**config.mk**
```make
export PLATFORM = sky130hd
export DESIGN_NAME = adaptive_playout_delay
export DESIGN_NICKNAME = d
export VERILOG_FILES = /design/src/rtl/apd_pkg.sv /design/src/rtl/adaptive_playout_delay.sv
export SDC_FILE = /design/constraint.sdc
export NUM_CORES = 2
export LEC_CHECK = 0
export ABC_AREA = 1
export BUFFER_PORTS_ARGS = -buffer_cell sky130_fd_sc_hd__buf_2
export CAP_MARGIN = 40
export CORE_ASPECT_RATIO = 0.7
export CORE_MARGIN = 4
export CORE_UTILIZATION = 35
export CTS_CLUSTER_SIZE = 40
export DETAILED_ROUTE_END_ITERATION = 8
export MAX_ROUTING_LAYER = met4
export PLACE_DENSITY = 0.48
export SLEW_MARGIN = 25
export SYNTH_ARGS = -nofsm -noshare
export SYNTH_HDL_FRONTEND = slang
export SYNTH_SLANG_ARGS = --single-unit
```
**constraint.sdc**
```tcl
create_clock -name clk -period 28.6 [get_ports clk]
set_input_delay 5.72 -clock clk [delete_from_list [all_inputs] [get_ports clk]]
set_output_delay 5.72 -clock clk [all_outputs]
set_load 0.01 [all_outputs]
```
**src/rtl/apd_pkg.sv**
```systemverilog
// ----------------------------------------------------------------------------
// apd_pkg: shared definitions for the adaptive playout delay estimator
// Default parameter values, configuration register indexes, reset values and port widths.
// ----------------------------------------------------------------------------
`default_nettype none

package apd_pkg;

  // Default build parameters
  localparam int FRAME_SIZE_DEF     = 160;
  localparam int VAR_SHIFT_DEF      = 4;
  localparam int VAR_MULT_SHIFT_DEF = 2;
  localparam int PLAYOUT_SHIFT_DEF  = 3;
  localparam int INITIAL_DELAY_DEF  = 320;

  // Reset value of the max delay register (six times 8000 samples, 48000)
  localparam logic [15:0] MAX_DELAY_RST = 16'(8000 * 6);

  // Configuration port widths
  localparam int CFG_ADDR_W = 2;
  localparam int CFG_DATA_W = 16;

  // Configuration register indexes
  typedef enum logic [CFG_ADDR_W-1:0] {
    CFG_MAX_DELAY    = 2'd0,
    CFG_MIN_DELAY    = 2'd1,
    CFG_LECTURE_MODE = 2'd2
  } cfg_idx_t;

  // Stream payload widths
  localparam int IN_TDATA_W  = 64;
  localparam int OUT_TDATA_W = 72;
  localparam int DELAY_W     = 17;
  localparam int VAR_W       = 16;
  localparam int COUNT_W     = 32;

endpackage

`default_nettype wire

```
**src/rtl/adaptive_playout_delay.sv**
```systemverilog
// ----------------------------------------------------------------------------
// adaptive_playout_delay: per-packet playout delay estimator
// Pipeline: input register, then result register (loaded when empty or when
//   out_tready is high). Throughput: one packet per cycle when not stalled by
//   out_tready; state updates per packet, so each sees the previous one's state.
// Reset: synchronous active-low rst_n clears both pipeline valids and loads
//   the estimator state and configuration registers with their reset values.
// ----------------------------------------------------------------------------
`default_nettype none

module adaptive_playout_delay #(
  parameter int FRAME_SIZE     = apd_pkg::FRAME_SIZE_DEF,
  parameter int VAR_SHIFT      = apd_pkg::VAR_SHIFT_DEF,
  parameter int VAR_MULT_SHIFT = apd_pkg::VAR_MULT_SHIFT_DEF,
  parameter int PLAYOUT_SHIFT  = apd_pkg::PLAYOUT_SHIFT_DEF,
  parameter int INITIAL_DELAY  = apd_pkg::INITIAL_DELAY_DEF
) (
  input  wire logic                              clk,
  input  wire logic                              rst_n,
  // configuration write port
  input  wire logic                              cfg_we,
  input  wire logic [apd_pkg::CFG_ADDR_W-1:0]    cfg_addr,
  input  wire logic [apd_pkg::CFG_DATA_W-1:0]    cfg_wdata,
  // packet input stream
  input  wire logic                              in_tvalid,
  output logic                                   in_tready,
  // [31:0] media_timestamp, [63:32] local_time
  input  wire logic [apd_pkg::IN_TDATA_W-1:0]    in_tdata,
  // [0] spurt_start
  input  wire logic                              in_tuser,
  // result stream
  output logic                                   out_tvalid,
  input  wire logic                              out_tready,
  // [16:0] playout_delay, [32:17] delay_variance, [64:33] late_total, rest 0
  output logic [apd_pkg::OUT_TDATA_W-1:0]        out_tdata,
  // [0] late
  output logic                                   out_tuser
);

  localparam int VSS = (VAR_SHIFT > VAR_MULT_SHIFT) ? (VAR_SHIFT - VAR_MULT_SHIFT) : 0;
  localparam logic [31:0] VAR_RST     = 32'(INITIAL_DELAY) << VSS;
  localparam logic [31:0] PLAYOUT_RST = 32'(INITIAL_DELAY) << PLAYOUT_SHIFT;
  localparam logic signed [31:0] F1  = 32'(FRAME_SIZE);
  localparam logic signed [31:0] F3  = 32'(3 * FRAME_SIZE);
  localparam logic signed [31:0] F4  = 32'(4 * FRAME_SIZE);
  localparam logic signed [31:0] F5  = 32'(5 * FRAME_SIZE);
  localparam logic signed [31:0] F10 = 32'(10 * FRAME_SIZE);
  localparam int PAD_W = apd_pkg::OUT_TDATA_W - apd_pkg::DELAY_W - apd_pkg::VAR_W
                         - apd_pkg::COUNT_W;

  // configuration registers
  logic [15:0] max_delay_r;
  logic [15:0] min_delay_r;
  logic        lecture_mode_r;

  // estimator state
  logic [31:0] host_offset_r,  host_offset_nxt;
  logic [31:0] variance_acc_r, variance_acc_nxt;
  logic [31:0] playout_acc_r,  playout_acc_nxt;
  logic [31:0] last_transit_r, last_transit_nxt;
  logic [31:0] pred_drop_r,    pred_drop_nxt;
  logic [31:0] late_count_r,   late_count_nxt;

  // input register
  logic        s1_valid_r;
  logic [31:0] s1_ts_r;
  logic [31:0] s1_now_r;
  logic        s1_spurt_r;

  // result register
  logic                            out_valid_r;
  logic                            out_late_r;
  logic [apd_pkg::DELAY_W-1:0]     out_delay_r;
  logic [apd_pkg::VAR_W-1:0]       out_var_r;
  logic [apd_pkg::COUNT_W-1:0]     out_total_r;

  logic advance;
  logic fire;

  // ---------------------------------------------------------------- handshake
  assign advance   = !out_valid_r || out_tready;
  assign fire      = s1_valid_r && advance;
  assign in_tready = !s1_valid_r || advance;

  // ---------------------------------------------------------------- config
  always_ff @(posedge clk) begin
    if (!rst_n) begin
      max_delay_r    <= apd_pkg::MAX_DELAY_RST;
      min_delay_r    <= 16'(FRAME_SIZE);
      lecture_mode_r <= 1'b0;
    end else if (cfg_we) begin
      case (apd_pkg::cfg_idx_t'(cfg_addr))
        apd_pkg::CFG_MAX_DELAY:    max_delay_r    <= cfg_wdata;
        apd_pkg::CFG_MIN_DELAY:    min_delay_r    <= cfg_wdata;
        apd_pkg::CFG_LECTURE_MODE: lecture_mode_r <= cfg_wdata[0];
        default: ;
      endcase
    end
  end

  // ---------------------------------------------------------------- input register
  always_ff @(posedge clk) begin
    if (!rst_n) begin
      s1_valid_r <= 1'b0;
    end else if (in_tvalid && in_tready) begin
      s1_valid_r <= 1'b1;
    end else if (fire) begin
      s1_valid_r <= 1'b0;
    end
  end

  always_ff @(posedge clk) begin
    if (in_tvalid && in_tready) begin
      s1_ts_r    <= in_tdata[31:0];
      s1_now_r   <= in_tdata[63:32];
      s1_spurt_r <= in_tuser;
    end
  end

  // ---------------------------------------------------------------- shared terms
  logic signed [31:0] maxd, mind, max34, max78;
  logic [17:0]        max_x3;
  logic [18:0]        max_x7;
  logic signed [31:0] nvar, pacc_sh, offset_raw;
  logic [31:0]        transit;

  assign maxd    = {16'b0, max_delay_r};
  assign mind    = {16'b0, min_delay_r};
  assign max_x3  = 18'(max_delay_r) + {1'b0, max_delay_r, 1'b0};
  assign max_x7  = {max_delay_r, 3'b000} - 19'(max_delay_r);
  assign max34   = {16'b0, max_x3[17:2]};
  assign max78   = {16'b0, max_x7[18:3]};
  assign nvar    = $signed(variance_acc_r) >>> VSS;
  assign pacc_sh = $signed(playout_acc_r >> PLAYOUT_SHIFT);
  assign transit = s1_ts_r - s1_now_r;
  assign offset_raw = $signed((s1_ts_r + host_offset_r - s1_now_r) & ~32'd3);

  // ---------------------------------------------------------------- target delay
  logic signed [31:0] pk_off0, pk_diff, pk_neg, pk_step, pk_off1, pick;

  always_comb begin
    pk_off0 = (nvar > maxd) ? maxd : nvar;
    pk_diff = pacc_sh - pk_off0;
    pk_neg  = -pk_diff;
    // lecture mode limits the drop per spurt, conference mode halves it
    if (lecture_mode_r) begin
      if (pk_diff > F1) begin
        pk_step = (pacc_sh > max34 && pk_diff > F10) ? F5 : F1;
      end else begin
        pk_step = pk_diff;
      end
    end else begin
      pk_step = pk_diff >>> 1;
    end
    if (pk_diff > 0) begin
      pk_off1 = pacc_sh - pk_step;
    end else if (pk_neg > maxd) begin
      pk_off1 = max34;
    end else begin
      pk_off1 = pk_off0;
    end
    // clamp to 7/8 of max, then to min
    if (pk_off1 > max78) begin
      pick = max78;
    end else if (pk_off1 < mind) begin
      pick = mind;
    end else begin
      pick = pk_off1;
    end
  end

  // ---------------------------------------------------------------- resync delay
  logic signed [31:0] rs_ad, rs_abs, rs_spurt, rs_spurt_cl, rs_off;
  logic               rs_adj;

  always_comb begin
    rs_ad       = pacc_sh - nvar;
    rs_abs      = (rs_ad < 0) ? -rs_ad : rs_ad;
    rs_adj      = (nvar < F3) || (rs_abs >= F1);
    rs_spurt    = pick - F4;
    rs_spurt_cl = (rs_spurt < mind) ? mind : rs_spurt;
    if (!rs_adj) begin
      rs_off = pacc_sh;
    end else if (s1_spurt_r) begin
      rs_off = rs_spurt_cl;
    end else begin
      rs_off = pick;
    end
  end

  // ---------------------------------------------------------------- state update
  logic               is_resync, is_range, is_late;
  logic signed [31:0] cur_off, var_d;
  logic [31:0]        var_mag;

  always_comb begin
    is_resync = (host_offset_r == 32'd0) || s1_spurt_r;
    is_range  = !is_resync && (offset_raw < 0 || offset_raw > maxd);
    is_late   = is_range && !(offset_raw < 0) && (pred_drop_r != s1_ts_r);
    var_d     = $signed(transit - last_transit_r);
    var_mag   = ((var_d < 0) ? (32'd0 - var_d) : var_d)
                - 32'($signed(variance_acc_r) >>> VAR_SHIFT);

    host_offset_nxt  = host_offset_r;
    variance_acc_nxt = variance_acc_r;
    playout_acc_nxt  = playout_acc_r;
    last_transit_nxt = transit;
    pred_drop_nxt    = pred_drop_r;
    late_count_nxt   = late_count_r;
    cur_off          = offset_raw;

    if (is_resync) begin
      cur_off         = rs_off;
      host_offset_nxt = s1_now_r - s1_ts_r + rs_off;
    end else if (is_range && !is_late) begin
      cur_off         = pick;
      host_offset_nxt = s1_now_r - s1_ts_r + pick;
    end else if (!is_range) begin
      variance_acc_nxt = variance_acc_r + var_mag;
    end

    if (is_late) begin
      pred_drop_nxt  = s1_ts_r + 32'(min_delay_r);
      late_count_nxt = late_count_r + 32'd1;
    end else begin
      playout_acc_nxt = playout_acc_r + (cur_off - (playout_acc_r >> PLAYOUT_SHIFT));
    end
  end

  always_ff @(posedge clk) begin
    if (!rst_n) begin
      host_offset_r  <= '0;
      variance_acc_r <= VAR_RST;
      playout_acc_r  <= PLAYOUT_RST;
      last_transit_r <= '0;
      pred_drop_r    <= '1;
      late_count_r   <= '0;
    end else if (fire) begin
      host_offset_r  <= host_offset_nxt;
      variance_acc_r <= variance_acc_nxt;
      playout_acc_r  <= playout_acc_nxt;
      last_transit_r <= last_transit_nxt;
      pred_drop_r    <= pred_drop_nxt;
      late_count_r   <= late_count_nxt;
    end
  end

  // ---------------------------------------------------------------- result fields
  logic signed [31:0]          od, sv;
  logic [apd_pkg::DELAY_W-1:0] delay_nxt;
  logic [apd_pkg::VAR_W-1:0]   var_nxt;

  always_comb begin
    od = cur_off & ~32'sd3;
    // zero delay for a late packet, else clip delay to the 17-bit signed range
    if (is_late) begin
      delay_nxt = '0;
    end else if (od > 32'sd65532) begin
      delay_nxt = 17'h0FFFC;
    end else if (od < -32'sd65536) begin
      delay_nxt = 17'h10000;
    end else begin
      delay_nxt = od[16:0];
    end
    // saturate variance estimate
    sv = $signed(variance_acc_nxt) >>> VAR_SHIFT;
    if (sv < 0) begin
      var_nxt = '0;
    end else if (sv > 32'sd65535) begin
      var_nxt = '1;
    end else begin
      var_nxt = sv[15:0];
    end
  end

  // ---------------------------------------------------------------- result register
  always_ff @(posedge clk) begin
    if (!rst_n) begin
      out_valid_r <= 1'b0;
    end else if (advance) begin
      out_valid_r <= s1_valid_r;
    end
  end

  always_ff @(posedge clk) begin
    if (fire) begin
      out_late_r  <= is_late;
      out_delay_r <= delay_nxt;
      out_var_r   <= var_nxt;
      out_total_r <= late_count_nxt;
    end
  end

  assign out_tvalid = out_valid_r;
  assign out_tuser  = out_late_r;
  assign out_tdata  = {{PAD_W{1'b0}}, out_total_r, out_var_r, out_delay_r};

endmodule

`default_nettype wire

```
* Word level (Yosys, flattened, before mapping) *
Cells that the tools add are included.

cells by class
  muxes and demuxes = 26
  bitwise gates (word level) = 4
  $lt $le $gt $ge = 19
  $add $sub $neg = 22
  reductions and logical operators = 29
  eq/ne operators = 3

operators with widths
  operator                count
  $mux 32                 20
  $add 32x32->32          5
  $sub 32x32->32          5
  $gt 32x17->1            3
  $lt 32x1->1 const B     2
  $lt 32x17->1            2
  $sub 30x32->32          2
  $add 32x1->32 const B   1
  $add 32x16->32          1
  $ge 32x9->1 const B     1
  $gt 32x1->1 const B     1
  $gt 32x12->1 const B    1
  $gt 32x17->1 const B    1
  $gt 32x9->1 const B     1
  $logic_not 32->1        1
  $lt 32x17->1 const B    1
  $mux 16                 2
  $ne 32x32->1            1
  $neg 31->32             1
  $neg 32->32             1
  $sub 1x32->32 const A   1
  $sub 32x11->32 const B  1
  $sub 32x29->32          1
  $lt 31x1->1 const B     1
  22 further kinds        46

storage, ports and cells
  flip-flop bits (word level) = 358
  input port bits = 88
  logic and storage cells = 123
  output and inout port bits = 75

* Logic depth before layout (Yosys ltp) *
  depth in word-level cells = 22
  gate-level depth with buffers = 137
  depth with buffers taken out = 132

* Least setup slack after synthesis *
No wires, ideal clock.

  path type = register to register
  from = register max_delay_r[13]
  to = register playout_acc_r[31]
  period minus slack after synthesis = 16.364 ns
  slack = 12.236 ns
  cell stages (with the launch flop) = 124
  setup time = 0.116 ns
  path buffers = 6
  arrival = 16.248 ns
  required time = 28.484 ns
  path through = dfxtp_1 inv_1 ha_1 nand2_1 nor2_1 inv_1 nor2_2 nand2_1 nand2_1 nand2_1 nand2_1 nand2_1 nand3_4 buf_4 clkbuf_1 clkbuf_1 clkbuf_1 o21ai_0 [88 not listed] o221ai_1 a21oi_1 o21bai_1 a21oi_1 inv_1 a21oi_1 o21ai_0 a21oi_1 o21bai_1 a21oi_1 o21bai_1 nand3_1 o21ai_0 xor2_1 xnor2_1 nand2_1 o211ai_1 inv_1

between the ends
  longest elaborated chain between the ends = 21
  elaborated cells between the ends (all ways) = 40
  those cells by class = 8 x add/sub; 10 x order compare; 13 x mux; 1 x bitwise; 8 x reduce/logical

ends and longest elaborated chain
  element                   RTL line                       text
  start: declaration        adaptive_playout_delay.sv:52   logic [15:0] max_delay_r;
  start signal: assignment  adaptive_playout_delay.sv:88   max_delay_r <= apd_pkg::MAX_DELAY_RST;
  start signal: assignment  adaptive_playout_delay.sv:93   apd_pkg::CFG_MAX_DELAY: max_delay_r <= cfg_wdata;
  $gt 30x17->1              adaptive_playout_delay.sv:142  pk_off0 = (nvar > maxd) ? maxd : nvar;
  $mux 32                   adaptive_playout_delay.sv:142
  $sub 30x32->32            adaptive_playout_delay.sv:143  pk_diff = pacc_sh - pk_off0;
  $gt 32x12->1              adaptive_playout_delay.sv:148  pk_step = (pacc_sh > max34 && pk_diff > F10) ? F5 : F1;
  $logic_and 1x1->1         adaptive_playout_delay.sv:148
  $mux 10                   adaptive_playout_delay.sv:148
  $mux 32                   adaptive_playout_delay.sv:147  if (pk_diff > F1) begin
  $mux 32                   adaptive_playout_delay.sv:146  if (lecture_mode_r) begin
  [5 not listed]            n/a
  $sub 32x11->32            adaptive_playout_delay.sv:180  rs_spurt = pick - F4;
  $lt 32x17->1              adaptive_playout_delay.sv:181  rs_spurt_cl = (rs_spurt < mind) ? mind : rs_spurt;
  $mux 32                   adaptive_playout_delay.sv:181
  $mux 32                   adaptive_playout_delay.sv:184  end else if (s1_spurt_r) begin
  $mux 32                   adaptive_playout_delay.sv:182  if (!rs_adj) begin
  $mux 32                   adaptive_playout_delay.sv:212  if (is_resync) begin
  $sub 32x29->32            adaptive_playout_delay.sv:226  playout_acc_nxt = playout_acc_r + (cur_off - (playout_acc_r >> PLAYOUT_SHIFT));
  $add 32x32->32            adaptive_playout_delay.sv:226
  end signal: assignment    adaptive_playout_delay.sv:241  playout_acc_r <= playout_acc_nxt;
  end: declaration          adaptive_playout_delay.sv:59   logic [31:0] playout_acc_r, playout_acc_nxt;

Parallel ways exist; a longest one is shown, timed or not.
A chain may end at the register's enable or synchronous reset.

* Final worst setup path *
Ends and elaborated chain as after synthesis.

==> out/qor.csv <==
metric;value;unit
tightest_slew;941;ps
synth-async-reset-ratio;0;%
fillers;12636;
syn_to_final_growth;9.90;%
vias_per_cell;5.43;
worst_path_most_repeated_cell;nand2_1;
yosys.area_share.simple;20.7;%
die_h;297;µm
coreArea;0.118;mm²
synth_mux_area_share;0;%
ctsHtreeMaxLevel;2;
rsz0062_at_grt;false;
numCtsBuffers;47;
synth_seq_cells;356;
drt_iter0_drc;5157;
synth_top_family_by_area;simple AND/OR/NAND/NOR gates;
final_layout_size_suffix_gt1_share;7.28;%
root_buffer;clkbuf_16;
fp.dieW;421;µm
fmax;45.4;MHz
grt_first_pass_wirelength;265;mm
cts_tree;done;
finalCriticalPeriod;22030;ps
hpwlAfterDp;154;mm
cts_hold_buf;0;
cp-start-kind;register;
gr-total-overflow;0;
wire_per_inst;24.0;µm
num-nets-final;6810;
path_clk_slew;60;ps
finalClockSkew;26.2;ps
synthAdderAreaFrac;18.7;%
fin_crit_sh;77.0;%
grt.total_usage;29.4;%
hp-class;register to register;
drc;0;
gp_congestion;1.01;
synth_compound_gate_area_share;19.8;%
fp.dieArea;0.125;mm²
synth_xor_area_share;9.40;%
finalWirelength;186;mm
drv_cap;0;
clockBufferDepth;3;
slew_headroom;36.8;%
ant_nets;0;
postSynthAreaPerCell;6.92;µm²
antenna_found_initial;11;
end_kind;register;
insertion_delay;660;ps
finalHoldViolCount;0;
setup_tns;0;ps
cts.sinks;356;
start_util;35.5;%
syn_area;0.0418;mm²
synth-main-ff-cell;dfxtp_1;
numPortBuffers;153;
vias;42112;
required;29140;ps
crit_fanout;46;
cpPeakStageDelay;630;ps
place_ws;7010;ps
drtPass1Iterations;7;
synth.distinct_cells;78;
cp.arrival;22560;ps
fin_ws;6570;ps
setup-violations-final;0;
yosysWarnings;0;
worstSetupPathType;register to register;
synth_edf_count;129;
num_rows;105;
grt_max_degree;143;
cts_resized;0;
num_io_pins;163;
status;finished, final reports clean;
drv_slew;0;
cts_setup_buffers;0;
synth-seq-area-share;20.1;%
crit_slowest_cell;o21ai_0;
syn_inst;6040;
first_global_vias;37358;
critical path, delay by kind of cell, from the launching register on:
family	cells	cell delay, ps
xor+xnor	4	720
buf+inv	17	3000
fa+ha+maj	9	3250
flops	1	560
simple gates	48	6070
compound gates	40	8230
flip-flops by register name (all words and copies together), names as in the netlist, 32 cells and up:
name and count:
playout_acc_r 32, pred_drop_r 32, last_transit_r 32, s1_now_r 32, variance_acc_r 32, host_offset_r 32, s1_ts_r 32, out_total_r 32
late_count_r 32
stage by stage:
step / std cells / utilization [%] / cell area [µm²] / hold WS, ps
2_1_floorplan: 6048 / - / 41800 / 435
3_3_place_gp: 7641 / 37.5 / 44200 / 446
3_5_place_dp: 7651 / 37.6 / 44300 / 456
4_1_cts: 7739 / 38.9 / 45800 / 463
5_1_grt: 7747 / 39.0 / 45900 / 479
6_report: 7750 / 39.0 / 45900 / 461
synthesized netlist by cell type, types with 7 or more instances:
| cell type | number | share of area [%] |
|---|---|---|
| o2111ai_1 | 7 | 0.15 |
| nand2_2 | 44 | 0.66 |
| inv_2 | 13 | 0.12 |
| nor4_1 | 45 | 0.67 |
| nor3_1 | 70 | 0.84 |
| ha_1 | 469 | 14 |
| o221ai_1 | 9 | 0.19 |
| a21oi_1 | 655 | 7.8 |
| o211ai_1 | 49 | 0.88 |
| nor2_2 | 22 | 0.33 |
| o21bai_1 | 47 | 0.84 |
| inv_1 | 1017 | 9.1 |
| nand3b_1 | 12 | 0.22 |
| o21ai_0 | 575 | 6.9 |
| nand2_4 | 10 | 0.27 |
| nor2_4 | 8 | 0.22 |
| edfxtp_1 | 129 | 9.3 |
| o21ai_1 | 10 | 0.12 |
| xor2_1 | 329 | 6.9 |
| a21o_1 | 19 | 0.34 |
| nand2_1 | 950 | 8.5 |
| buf_4 | 18 | 0.32 |
| nand3_1 | 282 | 3.4 |
| clkbuf_1 | 123 | 1.1 |
| o31ai_1 | 9 | 0.16 |
| nand3_2 | 11 | 0.26 |
| xnor2_1 | 114 | 2.4 |
| dfxtp_1 | 227 | 11 |
| a211oi_1 | 23 | 0.41 |
| nor2_1 | 406 | 3.6 |
| nand4_1 | 61 | 0.91 |
| o21a_1 | 13 | 0.23 |
| a221oi_1 | 12 | 0.25 |
| fa_1 | 98 | 4.7 |
| or2_2 | 21 | 0.31 |
| a31oi_1 | 32 | 0.48 |
kinds of logic (layout without fill, tap and decap cells):
family | Yosys count | in the layout
AND/OR/NAND/NOR | 1961 | 1961
buffers and inverters | 1200 | 1346
other | 1 | 14
XOR/XNOR | 446 | 446
flip-flops | 356 | 356
AO/OA/AOI/OAI | 1509 | 1509
adder cells (fa/ha/maj) | 567 | 567
final cells by class:
class	count	area, µm²	share of cell area [%]
tap	1551	1940	4.23
clock inverter	33	339	0.738
timing repair buffer	221	1330	2.89
sequential	356	8420	18.3
clock buffer	55	1230	2.67
multi-input combinational	4492	28800	62.6
antenna	5	12.5	0.0272
inverter	1037	3900	8.48
final timing paths:
path              slack (ps)         startpoint  cells past startpoint                end
hold / removal           460  last_transit_r[2]                      2  last_transit_r[2]
setup reg to reg        6570    max_delay_r[13]                    118  playout_acc_r[31]
hold reg to reg          460  last_transit_r[2]                      2  last_transit_r[2]
setup / recovery        6570    max_delay_r[13]                    118  playout_acc_r[31]
placed cells by master (no fill, tap or decap), drive strengths merged, types with 219 or more instances in the layout:
cell / synthesis / layout
o21ai: 588 / 588
buf: 37 / 219
inv: 1030 / 1031
nand2: 1004 / 1004
a21oi: 656 / 656
dfxtp: 227 / 227
xor2: 330 / 330
ha: 469 / 469
nor2: 437 / 437
nand3: 295 / 295
metal layers:
metal	wire length, µm	GRT usage (%)	share of wire, %
met5	0	-	0
met4	2680	3.91	1.4
met1	92300	45.7	50
met3	25100	9.77	13
met2	66300	36.0	36
Power is left out: the tool's default activity adds up to more than one toggle a clock period on the data nets, which glitch-free logic cannot reach.
